<file path="config.mk">
export PLATFORM = sky130hd
export DESIGN_NAME = oxygen_cell_average_calibrate
export DESIGN_NICKNAME = d
export VERILOG_FILES = /design/src/hdl/oxcal_pkg.sv /design/src/hdl/oxygen_cell_average_calibrate.sv
export SDC_FILE = /design/constraint.sdc
export NUM_CORES = 2
export LEC_CHECK = 0
export BUFFER_PORTS_ARGS = -buffer_cell sky130_fd_sc_hd__buf_4
export CORE_ASPECT_RATIO = 0.9
export CORE_MARGIN = 10
export CORE_UTILIZATION = 38
export DETAILED_ROUTE_END_ITERATION = 10
export GPL_ROUTABILITY_DRIVEN = 0
export SETUP_SLACK_MARGIN = 0.3
export SLEW_MARGIN = 30
export SYNTH_ARGS = -nofsm -noshare
export SYNTH_HDL_FRONTEND = slang
export SYNTH_SLANG_ARGS = --single-unit
</file>
<file path="constraint.sdc">
create_clock -name clk -period 6.7 [get_ports clk]
set_input_delay 0.67 -clock clk [delete_from_list [all_inputs] [get_ports clk]]
set_output_delay 0.67 -clock clk [all_outputs]
set_load 0.01 [all_outputs]
</file>
<file path="src/hdl/oxcal_pkg.sv">
// Shared widths, constants and codes for the oxygen cell averaging and calibration block.
`default_nettype none
package oxcal_pkg;

  localparam int WINDOW  = 10;

  localparam int CODE_W  = 16;
  localparam int MAG_W   = 15;
  localparam int GAIN_W  = 24;
  localparam int CFG_W   = 24;
  localparam int TENTH_W = 10;
  localparam int STAT_W  = 2;
  localparam int IDX_W   = 2;

  localparam int SLOT_W  = (WINDOW > 1) ? $clog2(WINDOW) : 1;
  localparam int CNT_W   = $clog2(WINDOW + 1);
  localparam int SUM_W   = $clog2(32767 * WINDOW + 1);
  localparam int DIV_W   = (SUM_W > GAIN_W) ? SUM_W : GAIN_W;
  localparam int DCNT_W  = $clog2(DIV_W + 1);
  localparam int PROD_W  = MAG_W + GAIN_W;

  localparam logic [CODE_W-1:0] CELL_MIN_RST = 16'd112;
  localparam logic [CODE_W-1:0] CELL_MAX_RST = 16'd240;
  localparam logic [GAIN_W-1:0] GAIN_RST     = 24'd86016;
  localparam logic [GAIN_W-1:0] GAIN_SAT     = 24'hFFFFFF;
  localparam logic [DIV_W-1:0]  CAL_NUM      = DIV_W'(209 << 16);
  localparam logic [TENTH_W-1:0] TENTHS_MAX  = 10'd1000;
  localparam logic [TENTH_W-1:0] TENTHS_LIM  = 10'd999;

  typedef enum logic [IDX_W-1:0] {
    REG_CELL_MIN = 2'd0,
    REG_CELL_MAX = 2'd1,
    REG_INIT_GAIN = 2'd2
  } reg_idx_t;

  typedef enum logic [STAT_W-1:0] {
    ST_NORMAL    = 2'd0,
    ST_CAL       = 2'd1,
    ST_CELL_FLT  = 2'd2,
    ST_CAL_FLT   = 2'd3
  } status_t;

endpackage
`default_nettype wire

</file>
<file path="src/hdl/oxygen_cell_average_calibrate.sv">
// Top level: ring-buffer moving average, one-point calibration and oxygen readout.
//
// Usage: present a sample on in_adc_code / in_button_level with in_valid; it
// transfers when in_stall is low. One result transfers on the out_ channel
// for every sample, when out_valid is high and out_stall is low.
// The shared restoring divider yields one quotient bit per cycle over a
// 24-bit dividend: one pass for the average, and a second pass for the gain
// when the button falls on a nonzero average and a new gain is computed.
// One item is in work at a time; the next sample can transfer once the
// result sits in the output register. A stalled receiver holds at most one
// result and then the input. The ten samples live in a small synchronous
// RAM, read in the cycle before the update that subtracts the oldest entry
// and writes the newest. Configuration writes (cfg_valid/cfg_ready) are to
// go in only while idle; the block itself does not enforce this. Index 2
// also loads the gain in force. Reset (rst_n low, synchronous) empties the
// window, restores the register defaults and the default gain, and marks
// the button as released. No clearing pass is needed: an entry is read only
// once written.
`default_nettype none
module oxygen_cell_average_calibrate import oxcal_pkg::*; (
  input  wire logic                 clk,
  input  wire logic                 rst_n,
  input  wire logic                 in_valid,
  output logic                      in_stall,
  input  wire logic signed [CODE_W-1:0] in_adc_code,
  input  wire logic                 in_button_level,
  output logic                      out_valid,
  input  wire logic                 out_stall,
  output logic [STAT_W-1:0]         out_status,
  output logic [TENTH_W-1:0]        out_o2_tenths,
  output logic [CODE_W-1:0]         out_average_code,
  output logic [GAIN_W-1:0]         out_gain,
  input  wire logic                 cfg_valid,
  output logic                      cfg_ready,
  input  wire logic [IDX_W-1:0]     cfg_index,
  input  wire logic [CFG_W-1:0]     cfg_data
);

  typedef enum logic [4:0] {
    S_IDLE = 5'b00001,
    S_UPD  = 5'b00010,
    S_DIV  = 5'b00100,
    S_MUL  = 5'b01000,
    S_DONE = 5'b10000
  } state_t;

  state_t              state_r, state_nxt;

  logic [MAG_W-1:0]    ring_mem [WINDOW];
  logic [MAG_W-1:0]    rd_data_r;
  logic                ring_rd, ring_we;

  logic [CODE_W-1:0]   cell_min_r, cell_max_r;
  logic [GAIN_W-1:0]   gain_r;
  logic [SUM_W-1:0]    sum_r;
  logic [CNT_W-1:0]    count_r;
  logic [SLOT_W-1:0]   slot_r;
  logic                last_button_r;

  logic [MAG_W-1:0]    mag_r;
  logic                edge_r;
  logic [MAG_W-1:0]    avg_r;
  logic [PROD_W-1:0]   prod_r;

  logic [DIV_W-1:0]    div_q_r;
  logic [CODE_W-1:0]   div_rem_r;
  logic [CODE_W-1:0]   div_den_r;
  logic [DCNT_W-1:0]   div_cnt_r;
  logic                div_gain_r;

  logic                in_xfer;
  logic [MAG_W-1:0]    mag_in;
  logic [CODE_W:0]     trial;
  logic                trial_ge;
  logic [CODE_W-1:0]   rem_nxt;
  logic [DIV_W-1:0]    q_nxt;
  logic                full;
  logic [SUM_W-1:0]    sum_nxt;
  logic [CNT_W-1:0]    count_nxt;
  logic [PROD_W-17:0]  tenths_w;
  logic                out_load;

  assign in_stall  = (state_r != S_IDLE);
  assign in_xfer   = in_valid && !in_stall;
  assign cfg_ready = 1'b1;

  // absolute value, most negative code clamps to the largest positive one
  always_comb begin
    if (in_adc_code[CODE_W-1]) begin
      if (in_adc_code == {1'b1, {(CODE_W-1){1'b0}}}) mag_in = {MAG_W{1'b1}};
      else mag_in = MAG_W'(-in_adc_code);
    end else begin
      mag_in = in_adc_code[MAG_W-1:0];
    end
  end

  assign full      = (count_r == CNT_W'(WINDOW));
  assign sum_nxt   = sum_r - (full ? SUM_W'(rd_data_r) : '0) + SUM_W'(mag_r);
  assign count_nxt = full ? count_r : count_r + CNT_W'(1);

  // one restoring division step
  assign trial    = {div_rem_r, div_q_r[DIV_W-1]};
  assign trial_ge = (trial >= {1'b0, div_den_r});
  assign rem_nxt  = trial_ge ? CODE_W'(trial - {1'b0, div_den_r}) : trial[CODE_W-1:0];
  assign q_nxt    = {div_q_r[DIV_W-2:0], trial_ge};

  assign tenths_w = prod_r[PROD_W-1:16];
  assign out_load = (state_r == S_DONE) && (!out_valid || !out_stall);

  assign ring_rd = in_xfer;
  assign ring_we = (state_r == S_UPD);

  always_ff @(posedge clk) begin
    if (ring_we) ring_mem[slot_r] <= mag_r;
    if (ring_rd) rd_data_r <= ring_mem[slot_r];
  end

  always_comb begin
    state_nxt = state_r;
    case (state_r)
      S_IDLE: if (in_xfer) state_nxt = S_UPD;
      S_UPD:  state_nxt = S_DIV;
      S_DIV: begin
        if (div_cnt_r == DCNT_W'(1)) begin
          if (!div_gain_r && edge_r && (q_nxt != '0)) state_nxt = S_DIV;
          else state_nxt = S_MUL;
        end
      end
      S_MUL:  state_nxt = S_DONE;
      S_DONE: if (out_load) state_nxt = S_IDLE;
      default: state_nxt = S_IDLE;
    endcase
  end

  always_ff @(posedge clk) begin
    if (!rst_n) begin
      state_r       <= S_IDLE;
      cell_min_r    <= CELL_MIN_RST;
      cell_max_r    <= CELL_MAX_RST;
      gain_r        <= GAIN_RST;
      sum_r         <= '0;
      count_r       <= '0;
      slot_r        <= '0;
      last_button_r <= 1'b1;
      out_valid     <= 1'b0;
    end else begin
      state_r <= state_nxt;

      if (cfg_valid && cfg_ready) begin
        case (cfg_index)
          REG_CELL_MIN:  cell_min_r <= cfg_data[CODE_W-1:0];
          REG_CELL_MAX:  cell_max_r <= cfg_data[CODE_W-1:0];
          REG_INIT_GAIN: gain_r     <= cfg_data[GAIN_W-1:0];
          default: ;
        endcase
      end

      if (in_xfer) last_button_r <= in_button_level;

      if (state_r == S_UPD) begin
        sum_r   <= sum_nxt;
        count_r <= count_nxt;
        slot_r  <= (slot_r == SLOT_W'(WINDOW - 1)) ? '0 : slot_r + SLOT_W'(1);
      end

      if (state_r == S_DIV && div_cnt_r == DCNT_W'(1)) begin
        if (div_gain_r) gain_r <= q_nxt[GAIN_W-1:0];
        else if (edge_r && q_nxt == '0) gain_r <= GAIN_SAT;
      end

      if (out_load) out_valid <= 1'b1;
      else if (!out_stall) out_valid <= 1'b0;
    end
  end

  // datapath registers, no reset needed
  always_ff @(posedge clk) begin
    if (in_xfer) begin
      mag_r  <= mag_in;
      edge_r <= !in_button_level && last_button_r;
    end

    case (state_r)
      S_UPD: begin
        div_q_r    <= DIV_W'(sum_nxt);
        div_den_r  <= CODE_W'(count_nxt);
        div_rem_r  <= '0;
        div_cnt_r  <= DCNT_W'(DIV_W);
        div_gain_r <= 1'b0;
      end
      S_DIV: begin
        if (div_cnt_r == DCNT_W'(1)) begin
          if (!div_gain_r) begin
            avg_r <= q_nxt[MAG_W-1:0];
            // start the gain division on the averaged value
            div_q_r    <= CAL_NUM;
            div_den_r  <= CODE_W'(q_nxt[MAG_W-1:0]);
            div_rem_r  <= '0;
            div_cnt_r  <= DCNT_W'(DIV_W);
            div_gain_r <= 1'b1;
          end
        end else begin
          div_q_r   <= q_nxt;
          div_rem_r <= rem_nxt;
          div_cnt_r <= div_cnt_r - DCNT_W'(1);
        end
      end
      S_MUL: prod_r <= PROD_W'(avg_r) * PROD_W'(gain_r);
      default: ;
    endcase

    if (out_load) begin
      if (edge_r) out_status <= ST_CAL;
      else if ((CODE_W'(mag_r) > cell_max_r) || (CODE_W'(mag_r) < cell_min_r))
        out_status <= ST_CELL_FLT;
      else if (tenths_w > (PROD_W-16)'(TENTHS_LIM)) out_status <= ST_CAL_FLT;
      else out_status <= ST_NORMAL;

      out_o2_tenths    <= (tenths_w > (PROD_W-16)'(TENTHS_MAX)) ? TENTHS_MAX
                                                                 : tenths_w[TENTH_W-1:0];
      out_average_code <= CODE_W'(avg_r);
      out_gain         <= gain_r;
    end
  end

endmodule
`default_nettype wire
</file>
# ---- Word-level counts from Yosys, hierarchy flattened
# Memory sizes are Yosys's and may differ from the RTL's. A register that Yosys moved wholly into a read port is not among the register bits.
# Cells that the tools add are included.
dict set report classes {
  n_addsub 7
  n_mul 1
  n_lt_le_gt_ge 5
  eq_ne 18
  n_mux 36
  n_bitwise 1
  n_reduce_logical 25
}
# op n
set ops {}
lappend ops {{24-bit two-way mux} 7}
lappend ops {{16-bit two-way mux} 5}
lappend ops {{16-bit one-hot mux with 2 select lines} 2}
lappend ops {{24-bit one-hot mux with 2 select lines} 1}
lappend ops {{23-bit by 10-bit > comparator with 1-bit output, second input constant} 2}
lappend ops {{15-bit two-way mux} 3}
lappend ops {{15-bit by 24-bit multiplier with 39-bit output} 1}
lappend ops {{5-bit two-way mux} 5}
lappend ops {{5-bit one-hot mux with 5 select lines} 1}
lappend ops {{24-bit logical NOT} 1}
lappend ops {{24-bit nonzero test} 1}
lappend ops {{19-bit by 15-bit adder with 19-bit output} 1}
lappend ops {{19-bit by 15-bit subtractor with 19-bit output} 1}
lappend ops {{17-bit by 16-bit greater-or-equal comparator with 1-bit output} 1}
lappend ops {{16-bit == test, second input constant} 1}
lappend ops {{15-bit by 16-bit > comparator with 1-bit output} 1}
lappend ops {{15-bit by 16-bit less-than comparator with 1-bit output} 1}
lappend ops {{16-bit subtractor} 1}
lappend ops {{15-bit negator} 1}
lappend ops {{4-bit two-way mux} 3}
lappend ops {{5-bit by 1-bit == test with 1-bit output, second input constant} 2}
lappend ops {{5-bit one-hot mux with 2 select lines} 1}
lappend ops {{3-bit AND reduction} 3}
lappend ops {{4-bit by 1-bit adder with 4-bit output, second input constant} 2}
lappend ops {{other kinds (22)} 45}
dict set report word_totals {
  regBits 273
  ramBits 150
  elab_cells 116
  n_memories 1
}
# name words word_bits rd rd_clocked_by_memory_dff write_ports line
set mem_list {}
lappend mem_list {ring_mem 10 15 1 1 1 oxygen_cell_average_calibrate.sv:49} ;# logic [MAG_W-1:0] ring_mem [WINDOW];

# ---- Logic depth before layout (Yosys ltp)
dict set report depth {
  depth_word 6
  ltp_mapped 23
}

# ---- Worst setup path after synthesis
# Ideal clock, no wire load.
dict set report synth_timing {
  kind {register to register}
  start {reg avg_r[3]}
  end {reg prod_r[36] (data pin)}
  t_arrival_ns 6.023
  t_required_ns 6.505
  setup_slack_ns 0.482
  stages_incl_launch_ff 23
  n_path_buf 1
  path_cell_list {edfxtp_1 clkbuf_1 nand2_1 fa_1 inv_1 fa_1 fa_1 inv_1 fa_1 inv_1 fa_1 inv_1 fa_1 inv_1 ha_1 a21o_1 a21o_1 a21o_1 a2111o_1 a211oi_1 nand3_1 a2111o_1 o311ai_0}
}
dict set report synth_between {
  elab_chain_cells 1
}
# item line
set synth_lines {}
lappend synth_lines {{from (decl)} oxygen_cell_average_calibrate.sv:62} ;# logic [MAG_W-1:0] avg_r;
lappend synth_lines {{from (signal assigned)} oxygen_cell_average_calibrate.sv:194} ;# avg_r <= q_nxt[MAG_W-1:0];
lappend synth_lines {{15-bit by 24-bit multiplier with 39-bit output} oxygen_cell_average_calibrate.sv:208} ;# S_MUL: prod_r <= PROD_W'(avg_r) * PROD_W'(gain_r);
lappend synth_lines {{to (signal assigned)} oxygen_cell_average_calibrate.sv:208}
lappend synth_lines {{to (decl)} oxygen_cell_average_calibrate.sv:63} ;# logic [PROD_W-1:0] prod_r;
# Every way passes these cells.
# A chain may end at the register's enable or synchronous reset.

# ---- Worst setup path after layout
dict set report layout_timing {
  start {reg avg_r[5]}
  end {reg prod_r[36] (data pin)}
}
# Same word-level chain as after synthesis.

==> run metrics <==
status=completed; Worst Setup End Kind=flop; Root Driver=clkbuf_16; P per Cell Area=218 mW/mm²; fill cell count=7,296; Final Critical Period=6.30 ns; Slew HR=35.8%; layout cells sized above 1=15.3%; gr ovfl total=0; Max Root-Sink Buffers=3; R2R Path Start=avg_r[5]$_DFFE_PP_; vias=20,200; DRC violations left=0; Synth area leaders=edfxtp_1 33%, fa_1 20%, ha_1 7.0%, dfxtp_1 6.0%, inv_1 5.4%; clk_skew=0.0423 ns; num ports=103; total die area=0.0912 mm²; Synth Area in Simple Gates=13.7%; critical path type=reg2reg; leading area contributor after synthesis=edfxtp_1; Pleak=14.8 nW; largest net degree at the start of global routing=93; Hold Vio Cnt, Final=0; Ys Warns=0; Initial DRC Count=1,169; Reg area=0.0118 mm²; number of flops mapped to enable cells by yosys=331; Tot GR Track Use=16.3%; drt pass-1 iters=6; die width=317 µm; fin nets=3,473; CP max stage cell=fa_1; Final HPWL DP=55,100 µm; Period Utilization, post-route=94.1%; initial antenna violation count=1; Layout area overhead=16.9%; initial core utilization=38.2%; cells after synthesis=2,780; Post-synth top cells=435 x inv_1, 331 x edfxtp_1, 321 x nand2_1; std cell rows=98; vias in the first global route=20,600; post-synthesis sequential area ratio=38.9%; # port buffers=100; CP max FO=6; Num CTS Buffers=47; Setup crit start kind=flop; Hold Buf Count CTS=0; main combinational cell family by area after synthesis=adder cells; most frequent CP cell=fa_1; Routed Antenna Nets=0; mux cell area share after synthesis=3.97%; later-pin clock latency in the skew report=0.62 ns; Async SR Flop Fraction=0%; cell area after synthesis=0.0302 mm²; Pwr Total=0.00771 W; wire per inst=19.0 µm; worst slew pin tran=0.960 ns; Clock Pin Slew Worst Setup and Hold Paths=0.06 ns; Max Freq=0.159 GHz; setup TNS=0 ns; Worst Path Arrival=6.60 ns; Post-Synth Adder-Cell Area=26.8%; multi-input logic area=0.0168 mm²; Via density=5.00; final setup fails=0; hold path startpoint=in_button_level; reg2reg setup slack=0.40 ns; Worst Setup SP=avg_r[5]$_DFFE_PP_; Core ar.=0.0791 mm²; XOR/XNOR Fraction of Synth Area=2.10%; global-route wire length before repair=117,000 µm; Max Cap Violations=0; Final Max Tran Viols=0; H-tree levels=2; Synth cell types=71; Syn Area/Cell=10.9 µm²; Largest stage delay, worst path=0.53 ns; DIE HEIGHT=287 µm; Synth Flop Type=edfxtp_1; Hold WC Path Type=in2reg; RSZ-0062 raised after global routing=yes; CTS sink count=421; Yosys top cell area share=32.9%; Total Routed Length=76,900 µm; most common cell in the netlist=inv_1; post-synthesis register bit count=421; Synth Area in Compound Gates=7.59%; CP cell instances=buf_6 -> clkbuf_16 -> and2_4 -> fa_1 -> inv_1 -> fa_1 -> inv_1 -> fa_1 -> fa_1 -> fa_1 -> inv_1 -> fa_1 -> inv_1 -> ha_4 -> nand4_1 -> a2111o_1 -> o21bai_4 -> o211ai_1 -> buf_4 -> nand4_1 -> nand3_2 -> a2111o_1 -> o311ai_2; CTS tree=built; Max VDD drop=220 µV; Synthesized Nets=3,295; CP Data Required Time=7.00 ns; Ant. Diodes=0; final hold slack=0.285 ns
## cell type report
cell class / instances / share of cell area, %
multi-input cells: 1806 / 47.5
flip-flops and latches: 421 / 33.3
repair buffers: 247 / 6.20
inverters: 435 / 4.62
clock buffers: 66 / 3.79
well taps: 1050 / 3.72
clock inverters: 22 / 0.797
## metrics by stage
stage,utilization [%],std cells,setup WS [ns],cell area [µm²]
after global routing,44.7,4047,0.225,35300
final,44.7,4047,0.397,35300
after CTS,43.6,4004,0.290,34500
after global placement,41.3,3900,0.163,32700
after detailed placement,41.3,3900,0.0453,32700
after floorplan,-,2780,0.482,30200
## flip-flops by register name, indices dropped and copies added (netlist names), 5 cells and up
name	count
cell_min_r	16
div_cnt_r	5
out_gain	24
div_den_r	15
div_rem_r	16
avg_r	15
sum_r	19
mag_r	15
prod_r	23
rd_data_r	15
div_q_r	24
ring_mem	150
out_average_code	15
cell_max_r	16
gain_r	24
state_r	5
out_o2_tenths	10
## routing by layer
metal,up-vias,global-route usage [%],part of all wire [%]
li1,9534,-,-
met1,10100,22.4,45
met2,500,26.3,47
met3,126,2.72,5.4
met4,0,4.30,2.8
met5,-,0,0
## worst max-delay path: cells and delay by family, from the launching register on
kind            cells  cell delay, ns
buf+inv             7            0.73
fa+ha+maj           7            3.33
simple gates        4            0.54
flops               1            0.46
compound gates      5            0.95
## timing repair
action                                  CTS  global route
buffers inserted                         16            35
pin swaps                                 3            80
endpoints found under the setup margin    7            14
cloned                                    0             8
gates resized for setup                  10            83
hold endpoints to repair                  0             0
## path summary, 6_finish.rpt
path                                                   end  cells after the start
worst min-delay path            last_button_r$_SDFFE_PN1P_                      3
worst max register to register        prod_r[36]$_DFFE_PP_                     23
worst min register to register       sum_r[7]$_SDFFE_PN0P_                      2
worst max-delay path                  prod_r[36]$_DFFE_PP_                     23
## cell families after synthesis
logic type                 count (synthesis)
AOI/OAI and AO/OA                        359
xor gates and xnor gates                  71
adders and majority gates                467
buffers and inverters                    553
DFF                                      421
muxes                                     82
other                                      2
and+or+nand+nor                          825
## cells in the final DEF (no fill, tap or decap), types with 75 or more instances in the layout
cell type  count
nand2_1      320
nor2_1        75
inv_1        426
edfxtp_1     331
a21oi_1       88
buf_4        216
and2_1       237
ha_1         154
o21ai_0       79
fa_1         290
## power breakdown
part | switching, W | leakage [nW] | total, W | internal [W]
clock | 0.00112 | 0.777 | 0.00266 | 0.00153
sequential | 0.0000954 | 3.74 | 0.00308 | 0.00298
combinational | 0.00110 | 10.3 | 0.00198 | 0.000888
total | 0.00231 | 14.8 | 0.00771 | 0.00540
No activity file was read; power rests on OpenSTA's default activity.
